### src/rtl/key_matrix_debounce_antighost_top_macros.svh
// ----------------------------------------------------------------------------
// Assertion macros for the key matrix debouncer
// Each macro expands to a concurrent assertion on clk / rst_n in simulation
// and to nothing in synthesis.
// ----------------------------------------------------------------------------
`ifndef KEY_MATRIX_DEBOUNCE_ANTIGHOST_TOP_MACROS_SVH
`define KEY_MATRIX_DEBOUNCE_ANTIGHOST_TOP_MACROS_SVH
`ifndef SYNTHESIS
// same-cycle implication
`define KMDAG_ASSERT_IMP(lbl, ante, cons, msg) \
    lbl: assert property (@(posedge clk) disable iff (!rst_n) (ante) |-> (cons)) \
        else $error(msg);
// next-cycle implication
`define KMDAG_ASSERT_NXT(lbl, ante, cons, msg) \
    lbl: assert property (@(posedge clk) disable iff (!rst_n) (ante) |=> (cons)) \
        else $error(msg);
`else
`define KMDAG_ASSERT_IMP(lbl, ante, cons, msg)
`define KMDAG_ASSERT_NXT(lbl, ante, cons, msg)
`endif
`endif

### src/rtl/kmdag_pkg.sv
// ----------------------------------------------------------------------------
// kmdag_pkg
// Shared types and codes of the key matrix debouncer.
// ----------------------------------------------------------------------------
`default_nettype none
package kmdag_pkg;

    localparam logic [1:0] MODE_CLEAR   = 2'd0;
    localparam logic [1:0] MODE_ADD     = 2'd1;
    localparam logic [1:0] MODE_DIRECT  = 2'd2;
    localparam logic [1:0] MODE_CONTACT = 2'd3;

    localparam int PIN_SLOTS = 64;

    typedef struct packed {
        logic [1:0]  mode;
        logic        entry_kind;
        logic [2:0]  source;
        logic [5:0]  pin_a;
        logic [5:0]  pin_b;
        logic        level;
        logic [31:0] now_ms;
    } in_t;

    typedef struct packed {
        logic [31:0] event_id;
        logic        event_kind;
        logic [2:0]  event_source;
        logic [5:0]  event_pin_a;
        logic [5:0]  event_pin_b;
        logic        down;
    } out_t;

    typedef struct packed {
        logic        kind;
        logic [2:0]  src;
        logic [5:0]  pa;
        logic [5:0]  pb;
        logic        raw;
        logic        stable;
        logic        reported;
        logic [31:0] changed;
    } entry_t;

    typedef struct packed {
        logic load_in;
        logic clear;
        logic add;
        logic idx_clr;
        logic idx_inc;
        logic rd;
        logic cap;
        logic reach_init;
        logic grew_clr;
        logic reach_step;
        logic wr_raw;
        logic settle_plain;
        logic settle_emit;
        logic suppress;
    } cmd_t;

    typedef struct packed {
        logic [1:0] mode;
        logic       full;
        logic       empty;
        logic       match;
        logic       last;
        logic       settle;
        logic       ghost_chk;
        logic       release_quiet;
        logic       reach_pb;
        logic       grew;
    } stat_t;

endpackage
`default_nettype wire

### src/rtl/kmdag_ctrl.sv
// ----------------------------------------------------------------------------
// kmdag_ctrl
// Sequencer: table lookup walk, debounce decision, ghost reachability passes.
// ----------------------------------------------------------------------------
`default_nettype none
module kmdag_ctrl (
    input  wire logic           clk,
    input  wire logic           rst_n,
    input  wire logic           start,
    output logic                busy,
    input  kmdag_pkg::stat_t    st,
    output kmdag_pkg::cmd_t     cmd
);
    import kmdag_pkg::*;

    typedef enum logic [7:0] {
        S_IDLE     = 8'b0000_0001,
        S_DISPATCH = 8'b0000_0010,
        S_SCAN_RD  = 8'b0000_0100,
        S_SCAN_CHK = 8'b0000_1000,
        S_DECIDE   = 8'b0001_0000,
        S_G_RD     = 8'b0010_0000,
        S_G_CHK    = 8'b0100_0000,
        S_G_END    = 8'b1000_0000
    } state_t;

    state_t state_reg, state_next;

    always_ff @(posedge clk or negedge rst_n)
    begin
        if (!rst_n)
        begin
            state_reg <= S_IDLE;
        end
        else
        begin
            state_reg <= state_next;
        end
    end

    always_comb
    begin
        state_next = state_reg;
        cmd        = '0;
        case (state_reg)
            S_IDLE:
            begin
                if (start)
                begin
                    cmd.load_in = 1'b1;
                    cmd.idx_clr = 1'b1;
                    state_next  = S_DISPATCH;
                end
            end
            S_DISPATCH:
            begin
                state_next = S_IDLE;
                case (st.mode)
                    MODE_CLEAR: cmd.clear = 1'b1;
                    MODE_ADD:   cmd.add   = !st.full;
                    default:
                    begin
                        if (!st.empty)
                        begin
                            state_next = S_SCAN_RD;
                        end
                    end
                endcase
            end
            S_SCAN_RD:
            begin
                cmd.rd     = 1'b1;
                state_next = S_SCAN_CHK;
            end
            S_SCAN_CHK:
            begin
                if (st.match)
                begin
                    cmd.cap    = 1'b1;
                    state_next = S_DECIDE;
                end
                else if (st.last)
                begin
                    state_next = S_IDLE;
                end
                else
                begin
                    cmd.idx_inc = 1'b1;
                    state_next  = S_SCAN_RD;
                end
            end
            S_DECIDE:
            begin
                state_next = S_IDLE;
                if (!st.settle)
                begin
                    cmd.wr_raw = 1'b1;
                end
                else if (st.ghost_chk)
                begin
                    cmd.reach_init = 1'b1;
                    cmd.grew_clr   = 1'b1;
                    cmd.idx_clr    = 1'b1;
                    state_next     = S_G_RD;
                end
                else if (st.release_quiet)
                begin
                    cmd.settle_plain = 1'b1;
                end
                else
                begin
                    cmd.settle_emit = 1'b1;
                end
            end
            S_G_RD:
            begin
                cmd.rd     = 1'b1;
                state_next = S_G_CHK;
            end
            S_G_CHK:
            begin
                cmd.reach_step = 1'b1;
                if (st.last)
                begin
                    state_next = S_G_END;
                end
                else
                begin
                    cmd.idx_inc = 1'b1;
                    state_next  = S_G_RD;
                end
            end
            S_G_END:
            begin
                state_next = S_IDLE;
                if (st.reach_pb)
                begin
                    cmd.suppress = 1'b1;
                end
                else if (st.grew)
                begin
                    cmd.grew_clr = 1'b1;
                    cmd.idx_clr  = 1'b1;
                    state_next   = S_G_RD;
                end
                else
                begin
                    cmd.settle_emit = 1'b1;
                end
            end
            default:
            begin
                state_next = S_IDLE;
            end
        endcase
    end

    assign busy = (state_reg != S_IDLE);

endmodule
`default_nettype wire

### src/rtl/kmdag_dp.sv
// ----------------------------------------------------------------------------
// kmdag_dp
// Entry table memory, candidate register, reach vector, event output.
// ----------------------------------------------------------------------------
`default_nettype none
module kmdag_dp #(
    parameter int MAX_ENTRIES = 64
) (
    input  wire logic           clk,
    input  wire logic           rst_n,
    input  kmdag_pkg::in_t      item,
    input  wire logic           cfg_we,
    input  wire logic [15:0]    cfg_data,
    input  kmdag_pkg::cmd_t     cmd,
    output kmdag_pkg::stat_t    st,
    output logic                strobe,
    output kmdag_pkg::out_t     result
);
    import kmdag_pkg::*;

    localparam int IW = (MAX_ENTRIES > 1) ? $clog2(MAX_ENTRIES) : 1;
    localparam int CW = $clog2(MAX_ENTRIES + 1);

    entry_t                 mem [MAX_ENTRIES];
    in_t                    in_reg;
    logic [CW-1:0]          count_reg;
    logic [31:0]            evnum_reg;
    logic [15:0]            deb_reg;
    logic [IW-1:0]          idx_reg;
    logic [IW-1:0]          cand_idx_reg;
    entry_t                 cand_reg;
    entry_t                 rd_reg;
    logic [PIN_SLOTS-1:0]   reach_reg;
    logic                   grew_reg;
    logic                   strobe_reg;
    out_t                   res_reg;

    entry_t                 add_entry;
    entry_t                 cap_entry;
    entry_t                 wdata;
    logic                   we;
    logic [IW-1:0]          waddr;
    logic                   active;
    logic [31:0]            elapsed;
    logic                   link;
    logic [PIN_SLOTS-1:0]   reach_next;

    // new entry starts released
    always_comb
    begin
        add_entry          = '0;
        add_entry.kind     = in_reg.entry_kind;
        add_entry.src      = in_reg.entry_kind ? in_reg.source : 3'd0;
        add_entry.pa       = in_reg.pin_a;
        add_entry.pb       = in_reg.entry_kind ? in_reg.pin_b : 6'd0;
        add_entry.changed  = in_reg.now_ms;
    end

    // direct pins are active low
    assign active = (in_reg.mode == MODE_DIRECT) ? ~in_reg.level : in_reg.level;

    always_comb
    begin
        cap_entry = rd_reg;
        if (active != rd_reg.raw)
        begin
            cap_entry.raw     = active;
            cap_entry.changed = in_reg.now_ms;
        end
    end

    always_comb
    begin
        wdata = cand_reg;
        waddr = cand_idx_reg;
        we    = cmd.wr_raw | cmd.settle_plain | cmd.settle_emit | cmd.suppress;
        if (cmd.settle_plain)
        begin
            wdata.stable = cand_reg.raw;
        end
        if (cmd.settle_emit)
        begin
            wdata.stable   = cand_reg.raw;
            wdata.reported = cand_reg.raw;
        end
        if (cmd.suppress)
        begin
            wdata.stable   = 1'b1;
            wdata.reported = 1'b0;
        end
        if (cmd.add)
        begin
            wdata = add_entry;
            waddr = count_reg[IW-1:0];
            we    = 1'b1;
        end
    end

    always_ff @(posedge clk)
    begin
        if (we)
        begin
            mem[waddr] <= wdata;
        end
        if (cmd.rd)
        begin
            rd_reg <= mem[idx_reg];
        end
    end

    // one reach step: a reported-down contact of the same source joins its pins
    assign link = (idx_reg != cand_idx_reg) && rd_reg.stable && rd_reg.reported
                  && rd_reg.kind && (rd_reg.src == cand_reg.src)
                  && (reach_reg[rd_reg.pa] || reach_reg[rd_reg.pb]);

    always_comb
    begin
        reach_next = reach_reg;
        if (link)
        begin
            reach_next[rd_reg.pa] = 1'b1;
            reach_next[rd_reg.pb] = 1'b1;
        end
    end

    always_ff @(posedge clk)
    begin
        if (cmd.load_in)
        begin
            in_reg <= item;
        end
        if (cmd.idx_clr)
        begin
            idx_reg <= '0;
        end
        else if (cmd.idx_inc)
        begin
            idx_reg <= idx_reg + IW'(1);
        end
        if (cmd.cap)
        begin
            cand_reg     <= cap_entry;
            cand_idx_reg <= idx_reg;
        end
        if (cmd.reach_init)
        begin
            reach_reg <= PIN_SLOTS'(1) << cand_reg.pa;
        end
        else if (cmd.reach_step)
        begin
            reach_reg <= reach_next;
        end
        if (cmd.grew_clr)
        begin
            grew_reg <= 1'b0;
        end
        else if (cmd.reach_step && (reach_next != reach_reg))
        begin
            grew_reg <= 1'b1;
        end
        if (cmd.settle_emit)
        begin
            res_reg.event_id     <= evnum_reg;
            res_reg.event_kind   <= cand_reg.kind;
            res_reg.event_source <= cand_reg.src;
            res_reg.event_pin_a  <= cand_reg.pa;
            res_reg.event_pin_b  <= cand_reg.pb;
            res_reg.down         <= cand_reg.raw;
        end
    end

    always_ff @(posedge clk or negedge rst_n)
    begin
        if (!rst_n)
        begin
            count_reg  <= '0;
            evnum_reg  <= '0;
            deb_reg    <= '0;
            strobe_reg <= 1'b0;
        end
        else
        begin
            strobe_reg <= cmd.settle_emit;
            if (cfg_we)
            begin
                deb_reg <= cfg_data;
            end
            if (cmd.clear)
            begin
                count_reg <= '0;
            end
            else if (cmd.add)
            begin
                count_reg <= count_reg + CW'(1);
            end
            if (cmd.settle_emit)
            begin
                evnum_reg <= evnum_reg + 32'd1;
            end
        end
    end

    assign elapsed = in_reg.now_ms - cand_reg.changed;

    always_comb
    begin
        st.mode          = in_reg.mode;
        st.full          = (count_reg == CW'(MAX_ENTRIES));
        st.empty         = (count_reg == '0);
        st.match         = (in_reg.mode == MODE_DIRECT)
                         ? (!rd_reg.kind && rd_reg.pa == in_reg.pin_a)
                         : (rd_reg.kind && rd_reg.src == in_reg.source
                            && rd_reg.pa == in_reg.pin_a && rd_reg.pb == in_reg.pin_b);
        st.last          = ((CW'(idx_reg) + CW'(1)) == count_reg);
        st.settle        = (cand_reg.raw != cand_reg.stable) && (elapsed >= {16'd0, deb_reg});
        st.ghost_chk     = cand_reg.raw && cand_reg.kind;
        st.release_quiet = !cand_reg.raw && !cand_reg.reported;
        st.reach_pb      = reach_reg[cand_reg.pb];
        st.grew          = grew_reg;
    end

    assign strobe = strobe_reg;
    assign result = res_reg;

endmodule
`default_nettype wire

### src/rtl/key_matrix_debounce_antighost_top.sv
// ----------------------------------------------------------------------------
// key_matrix_debounce_antighost_top
// Debounced direct pins and matrix contacts with ghost-key blocking.
// ----------------------------------------------------------------------------
// Usage: pulse start with an item while busy is low; the item is taken on that
// edge and busy stays high until the work is done. A clear or add is done in
// the dispatch state. A sample walks the entry table, reading then checking
// each entry until the first match or the table's end; on a match it decides,
// and if a contact closes stably the ghost check runs reachability passes over
// the table until the contact's second pin is reached or no new pin joins (at
// most entries+1 passes). Each event appears on result for exactly one
// cycle with strobe high; the receiver must take it then, as there is no
// backpressure. The user writes debounce_ms through cfg_we/cfg_data while
// busy is low and the last item's event is out; the block does not enforce it.
// ----------------------------------------------------------------------------
`default_nettype none
`include "key_matrix_debounce_antighost_top_macros.svh"
module key_matrix_debounce_antighost_top #(
    parameter int MAX_ENTRIES = 64
) (
    input  wire logic           clk,
    input  wire logic           rst_n,
    input  wire logic           start,
    output logic                busy,
    input  kmdag_pkg::in_t      item,
    input  wire logic           cfg_we,
    input  wire logic [15:0]    cfg_data,
    output logic                strobe,
    output kmdag_pkg::out_t     result
);
    import kmdag_pkg::*;

    cmd_t  cmd;
    stat_t st;

    // sequencer
    kmdag_ctrl u_ctrl (
        .clk   (clk),
        .rst_n (rst_n),
        .start (start),
        .busy  (busy),
        .st    (st),
        .cmd   (cmd)
    );

    // table, candidate, reach vector and event register
    kmdag_dp #(
        .MAX_ENTRIES (MAX_ENTRIES)
    ) u_dp (
        .clk      (clk),
        .rst_n    (rst_n),
        .item     (item),
        .cfg_we   (cfg_we),
        .cfg_data (cfg_data),
        .cmd      (cmd),
        .st       (st),
        .strobe   (strobe),
        .result   (result)
    );

    // an event transfer lasts one cycle
    `KMDAG_ASSERT_NXT(a_strobe_single, strobe, !strobe, "strobe held longer than one cycle")
    // events only come out of work in progress
    `KMDAG_ASSERT_IMP(a_strobe_from_work, strobe, $past(busy), "event without work")
    // an accepted item makes the block busy
    `KMDAG_ASSERT_NXT(a_accept_busy, start && !busy, busy, "accepted item not worked")

endmodule
`default_nettype wire
### config.mk
export PLATFORM = sky130hd
export DESIGN_NAME = key_matrix_debounce_antighost_top
export DESIGN_NICKNAME = d
export VERILOG_FILES = /design/src/rtl/kmdag_pkg.sv /design/src/rtl/kmdag_ctrl.sv /design/src/rtl/kmdag_dp.sv /design/src/rtl/key_matrix_debounce_antighost_top.sv
export VERILOG_INCLUDE_DIRS = /design/src /design/src/rtl
export SDC_FILE = /design/constraint.sdc
export NUM_CORES = 2
export LEC_CHECK = 0
export BUFFER_PORTS_ARGS = -buffer_cell sky130_fd_sc_hd__buf_2
export CAP_MARGIN = 10
export CORE_MARGIN = 10
export CORE_UTILIZATION = 36
export CTS_BUF_LIST = sky130_fd_sc_hd__clkbuf_16
export DETAILED_ROUTE_END_ITERATION = 8
export PLACE_DENSITY_LB_ADDON = 0.15
export SYNTH_ARGS = -nofsm -noshare
export SYNTH_HDL_FRONTEND = slang
export SYNTH_SLANG_ARGS = --single-unit
### constraint.sdc
create_clock -name clk -period 32.1 [get_ports clk]
set_input_delay 3.21 -clock clk [delete_from_list [all_inputs] [get_ports clk]]
set_output_delay 3.21 -clock clk [all_outputs]
set_load 0.03 [all_outputs]
After elaboration in Yosys (flattened, before gate mapping):

Memories as Yosys holds them, arrays and structs flattened. A register that Yosys moved wholly into a read port is not among the register bits.
Index checks and enable logic that the tools add are counted.

* memories kept: 1
* output and inout bits: 51
* input bits: 71
* memory bits (writable): 3264
* bits in registers: 292
* word-level logic and storage cells: 169

* equality and inequality tests: 22
* add/sub/neg operators: 5
* bitwise gates (word level): 6
* shift-type cells: 1
* multiplexer cells: 72
* order comparisons: 6
* reduce and logical (&&, ||, !) cells: 26

Memories
* u_dp.mem: depth 64, width 51, read ports 1, clocked after Yosys merged registers in 1, wr ports 1, RTL line kmdag_dp.sv:24 `entry_t mem [MAX_ENTRIES];`

Operators with widths (number)
* 64-bit 2-to-1 mux: 3
* 64-bit OR: 2
* 64-bit inequality test: 1
* 8-bit case mux with 8 select lines: 1
* 1-bit by 6-bit << shifter with 64-bit output (first input constant): 1
* 51-bit 2-to-1 mux: 1
* 1-bit 2-to-1 mux: 34
* 32-bit by 1-bit adder with 32-bit output (second input constant): 1
* 32-bit by 16-bit greater-or-equal comparator with 1-bit output: 1
* 32-bit 2-to-1 mux: 1
* 32-bit subtractor: 1
* 6-bit 2-to-1 mux: 5
* 8-bit 2-to-1 mux: 3
* 6-bit by 7-bit < comparator with 1-bit output (second input constant): 3
* 1-bit binary-select mux with 6-bit select: 3
* 2-bit 2-to-1 mux: 8
* 1-bit logical AND: 15
* 7-bit 2-to-1 mux: 2
* 1-bit demux with 6-bit select: 2
* 6-bit equality test: 2
* 6-bit by 1-bit greater-or-equal comparator with 1-bit output (second input constant): 2
* 3-bit 2-to-1 mux: 4
* 8-bit by 1-bit equality test with 1-bit output (second input constant): 1
* 8-bit by 2-bit equality test with 1-bit output (second input constant): 1
* 29 further kinds: 40

Depth between registers and ports, before layout:

* depth after elaboration: 12
* gate-level depth with buffers: 24
* gate-level depth less buffers: 22

Modules after synthesis:

Synthesis repeated with hierarchy kept, for this count alone.

* cell total of the unflattened synthesis: 6474
* area, all modules: 142789.4 um2

By module, submodules not included
* kmdag_dp: area each 142196.4 um2, seq. area each 107723.3 um2, cells each 6408, times used 1
* kmdag_ctrl: area each 593.1 um2, seq. area each 201.4 um2, cells each 66, times used 1

Least setup slack after synthesis:

Ideal clock, no wire load.

* path kind: reg-to-reg
* start: register u_dp.cand_reg[0] (netlist bit)
* end: memory u_dp.mem[1][0] (netlist bit), enable pin
* path slack: 19.311 ns
* setup time: 0.734 ns
* arrival time: 12.055 ns
* clock period less this slack: 12.789 ns
* path buffers: 0
* stages on the path, launching flop included: 22
* data required time: 31.366 ns
* path through: edfxtp_1 > ha_1 > fa_1 > nor2b_1 > o2111ai_1 > nand2_1 > a21oi_1 > o21bai_1 > a21oi_1 > o21bai_1 > xnor2_1 > ha_1 > nand2_1 > o21a_1 > a21o_1 > a41oi_1 > nor4_1 > o211ai_1 > or4b_4 > nor4_4 > o21ai_2 > a2111oi_0

* longest elaborated chain between the ends: 11
* elaborated cells between the ends (all ways): 13
* classes of those cells: add/sub (1); order compare (1); mux (7); bitwise (3); reduce/logical (1)

RTL lines
* from (decl): RTL line kmdag_dp.sv:31 `entry_t cand_reg;`
* from (signal assigned): RTL line kmdag_dp.sv:142 `cand_reg <= cap_entry;`
* 32-bit subtractor (*): RTL line kmdag_dp.sv:203 `assign elapsed = in_reg.now_ms - cand_reg.changed;`
* 32-bit by 16-bit greater-or-equal comparator with 1-bit output (*): RTL line kmdag_dp.sv:215 `st.settle = (cand_reg.raw != cand_reg.stable) && (elapsed >= {16'd0, deb_reg});`
* 1-bit logical AND (*): RTL line kmdag_dp.sv:215
* 1-bit 2-to-1 mux or 2-bit 2-to-1 mux (tied branches): RTL line kmdag_ctrl.sv:95 `if (!st.settle)`
* 2-bit 2-to-1 mux: RTL line kmdag_ctrl.sv:45 `case (state_reg)`
* 1-bit OR: RTL line kmdag_dp.sv:76 `we = cmd.wr_raw | cmd.settle_plain | cmd.settle_emit | cmd.suppress;`
* 1-bit OR (*) (2 in a row): RTL line kmdag_dp.sv:76
* 1-bit 2-to-1 mux (*): RTL line kmdag_dp.sv:91 `if (cmd.add)`
* 1-bit 2-to-1 mux (*): RTL line kmdag_dp.sv:101 `if (we)`
* 1-bit 2-to-1 mux (implied by the code) (*): RTL line kmdag_dp.sv:103 `mem[waddr] <= wdata;`
* to (decl): RTL line kmdag_dp.sv:24

Every way passes the cells marked *; elsewhere a longest branch is shown, timed or not.

Worst setup path in the final report:

* start: register u_dp.in_reg, in the netlist u_dp.add_entry[0]
* end: memory u_dp.mem[44][11] (netlist bit), enable pin

* longest elaborated chain between the ends: 11
* elaborated cells between the ends (all ways): 13
* classes of those cells: add/sub (1); order compare (1); mux (7); bitwise (3); reduce/logical (1)

RTL lines
* from (decl): RTL line kmdag_dp.sv:25 `in_t in_reg;`
* from (signal assigned): RTL line kmdag_dp.sv:130 `in_reg <= item;`
* 32-bit subtractor (*): RTL line kmdag_dp.sv:203
* 32-bit by 16-bit greater-or-equal comparator with 1-bit output (*): RTL line kmdag_dp.sv:215
* 1-bit logical AND (*): RTL line kmdag_dp.sv:215
* 1-bit 2-to-1 mux or 2-bit 2-to-1 mux (tied branches): RTL line kmdag_ctrl.sv:95
* 2-bit 2-to-1 mux: RTL line kmdag_ctrl.sv:45
* 1-bit OR: RTL line kmdag_dp.sv:76
* 1-bit OR (*) (2 in a row): RTL line kmdag_dp.sv:76
* 1-bit 2-to-1 mux (*): RTL line kmdag_dp.sv:91
* 1-bit 2-to-1 mux (*): RTL line kmdag_dp.sv:101
* 1-bit 2-to-1 mux (implied by the code) (*): RTL line kmdag_dp.sv:103

Marks and branches as above.

==> results by group <==
Worst setup path
  • Crit-path cells: inv_1 > ha_1 > fa_1 > nor2b_1 > o2111ai_1 > nand2_1 > a21oi_1 > o21bai_1 > a21oi_1 > o21bai_1 > xnor2_1 > ha_1 > nand2_1 > o21a_1 > a21o_1 > a41oi_1 > nor4_1 > o211ai_1 > or4b_4 > nor4_4 > o21ai_4 > buf_12 > a211oi_4 > buf_4
  • CP required: 32.66 ns
  • Reg2Reg Depth: 24
  • CP max FO: 58
  • Worst Path Arrival: 7.89 ns
  • Worst r2r src: u_dp.add_entry[0]$_DFFE_PP_
  • Cell family with most CP delay: compound AO/OA/AOI/OAI gates
  • Worst reg-to-reg setup slack: roughly 25 ns
  • Worst setup EP type: register
  • Crit start category: register
  • WS Path Type: register to register
  • Max incr delay on CP: 0.89 ns
  • Slowest CP cell: a211oi_4
  • Bufs and invs on worst path: 3
  • FF-to-FF End: u_dp.mem[44][11]$_DFFE_PP_

Place
  • Final Wtd Congestion: 0.8857
  • Placed Instances: 11876
  • PortBufs: 121
  • Placed cell area: 0.1530 mm^2
  • Detailed Place HPWL: 259.8 mm

Layout
  • Final cell area excluding filler cells: 0.1661 mm^2
  • Layout area overhead: 15.15%
  • Final nets: 7130
  • Most frequent cells in the layout: edfxtp_1 (3536), mux4_2 (1087), clkbuf_16 (399)
  • Finished Layout Cells: 12611
  • Largest register FFs: about 3300
  • Share of layout cells above drive strength 1: 30.28%
  • Commonest non-fill, non-tap cell in the layout: edfxtp_1

GRT
  • Total gr overflow: 0
  • GRT Overall Usage: between 10% and 20%
  • First-pass GRT wire length: approximately 600 mm
  • Vias in the first global route: 71667
  • Initial antenna violation count: 48
  • Largest net degree at the start of global routing: between 100 and 150

CTS
  • H-tree depth: 5
  • Clock Latency Late Sink: 0.97 ns
  • Cts repair resizes: 0
  • Clock Path Buffers: 4
  • CTS Buf Count: 391
  • CTS tree: yes
  • CTS sink count: about 3600
  • Postcts setup bufs: 0
  • Worst-path clk slew: 0.06 ns
  • Clock root cell: clkbuf_16
  • Cts hold-fix bufs: 0

Logic synthesis
  • Post-synth EDFFs: 3536
  • Ys async rst share: 1.774%
  • Register area share after synthesis: 74.81%
  • Net Count, Synth: 6765
  • Yosys top cell area share: roughly three quarters
  • Ys flop type: edfxtp_1
  • Mapped cell area: 0.1443 mm^2
  • Post-synth top area cell: edfxtp_1
  • Largest cells by area after synthesis: edfxtp_1 (74%), mux4_2 (17%), dfrtp_1 (1.1%), nand2_1 (0.71%), mux2i_1 (0.67%)
  • Post-synth cell types: 93
  • Synth Area per Inst: roughly 22 um^2
  • Yosys warning total: 0
  • #FFs+latches synth: 3607
  • Cells after Synth: 6640

Floorplanning
  • Die Wd: 653.0 um
  • Ports: ~120
  • Initial Util: 36.14%
  • Core ar.: 0.3991 mm^2
  • Die H: around 650 um
  • Die area: around 0.43 mm^2
  • Row count: 232

Pwr
  • Pwr dens: between 50 and 60 mW/mm^2
  • Peak VDD IR: between 40 and 50 uV
  • Static Leakage: 50.97 nW

Timing
  • Max transition margin: 21.94%
  • Max Slew Vio Count: 0
  • FMAX: around 140 MHz
  • Final min period: 7.326 ns
  • RSZ-0062 raised after global routing: false
  • Setup TNS: 0 ns
  • Least-Margin Pin Slew: 1.171 ns
  • Clock Skew: about 0.047 ns
  • Final Cycle Share: 22.82%
  • Hold Vio Cnt, Final: 0
  • Setup violations, final: 0

Routing
  • First-pass DRT Iterations: 6
  • Initial DRC count: 8748
  • Drt drc: 0
  • Drt total wl: 424.0 mm
  • Wirelength per Cell: 33.62 um
  • DR vias: 71889
  • Via density per instance: around 5.7
  • Antenna-violating nets left: 0

Worst hold path
  • Worst Hold End: u_dp.cand_reg[32]$_DFFE_PP_
  • Worst hold-check path type: register to register
  • Hold depth: 0
  • Hold path start: u_dp.cap_entry[32]$_DFFE_PP_

Run status
  • Outcome: complete, no violations

Job
  • Max Cap Violations: 0
synthesized netlist by cell type (all sizes together), types with 63 or more instances:
cell	instances
inv	118
nand2	274
mux4	1087
a21oi	112
mux2i	96
o22ai	75
mux2	63
nor2	70
buf	132
dfrtp	63
edfxtp	3536
o21ai	98
clkbuf	239
routing by layer:
metal  global-route usage, %  part of all wire [%]  up-vias
li1                        -                     -    28903
met1                   30.21                    46    39774
met2                   28.94                    45     2714
met3                   3.115                   7.1      494
met4                   3.866                   2.0        4
met5                       0                0.0064        -
how the worst max path moves through the flow:
stage / endpoint / depth (start not counted) / from / slack [ns]
6_report: u_dp.mem[44][11]$_DFFE_PP_ / 24 / u_dp.add_entry[0]$_DFFE_PP_ / 24.77
3_5_place_dp: u_dp.mem[44][11]$_DFFE_PP_ / 24 / u_dp.add_entry[0]$_DFFE_PP_ / 24.78
4_1_cts: u_dp.mem[44][11]$_DFFE_PP_ / 24 / u_dp.add_entry[0]$_DFFE_PP_ / 24.73
5_1_grt: u_dp.mem[44][11]$_DFFE_PP_ / 24 / u_dp.add_entry[0]$_DFFE_PP_ / 24.34
3_3_place_gp: u_dp.mem[27][5]$_DFFE_PP_ / 23 / u_dp.add_entry[0]$_DFFE_PP_ / 24.69
2_1_floorplan: u_dp.mem[1][0]$_DFFE_PP_ / 21 / u_dp.cand_reg[0]$_DFFE_PP_ / 19.31
through the flow:
| stage | utilization, % | worst slack, ns | total power, mW | hold WS [ns] |
|---|---|---|---|---|
| after floorplan | - | 19.31 | 5.387 | 0.4064 |
| after global placement | 38.34 | 24.69 | 5.479 | 0.4567 |
| after detailed placement | 38.34 | 24.78 | 5.481 | 0.4447 |
| after CTS | 41.60 | 24.73 | 10.04 | 0.4596 |
| after global routing | 41.61 | 24.34 | 10.25 | 0.4628 |
| final | 41.62 | 24.77 | 9.949 | 0.4688 |
logic make-up (layout without fill, tap and decap cells):
kind of cell	Yosys count	in the layout	share of synthesized area, %
flops	3607	3607	74.81
mux	1246	1246	18.13
simple gates	642	642	2.207
compound gates	504	504	2.438
buf+inv	490	1176	1.350
xor+xnor	97	97	0.5889
fa+ha+maj	54	54	0.4736
other cells	0	20	0
area by class of cell:
class	count	area, um^2
inverter	119	446.7
tap	5265	6588
sequential	3607	107900
clock buffer	399	9985
antenna	20	50.05
timing repair buffer	343	2384
clock inverter	315	3005
fill	34524	233000
multi-input combinational	2543	35700
report_power, final:
part | total, mW | switching, mW | internal, mW
Sequential | 5.17 | 0.0155 | 5.15
Clock | 4.57 | 1.88 | 2.69
Combinational | 0.214 | 0.150 | 0.0644
No activity file was read; power rests on OpenSTA's default activity.
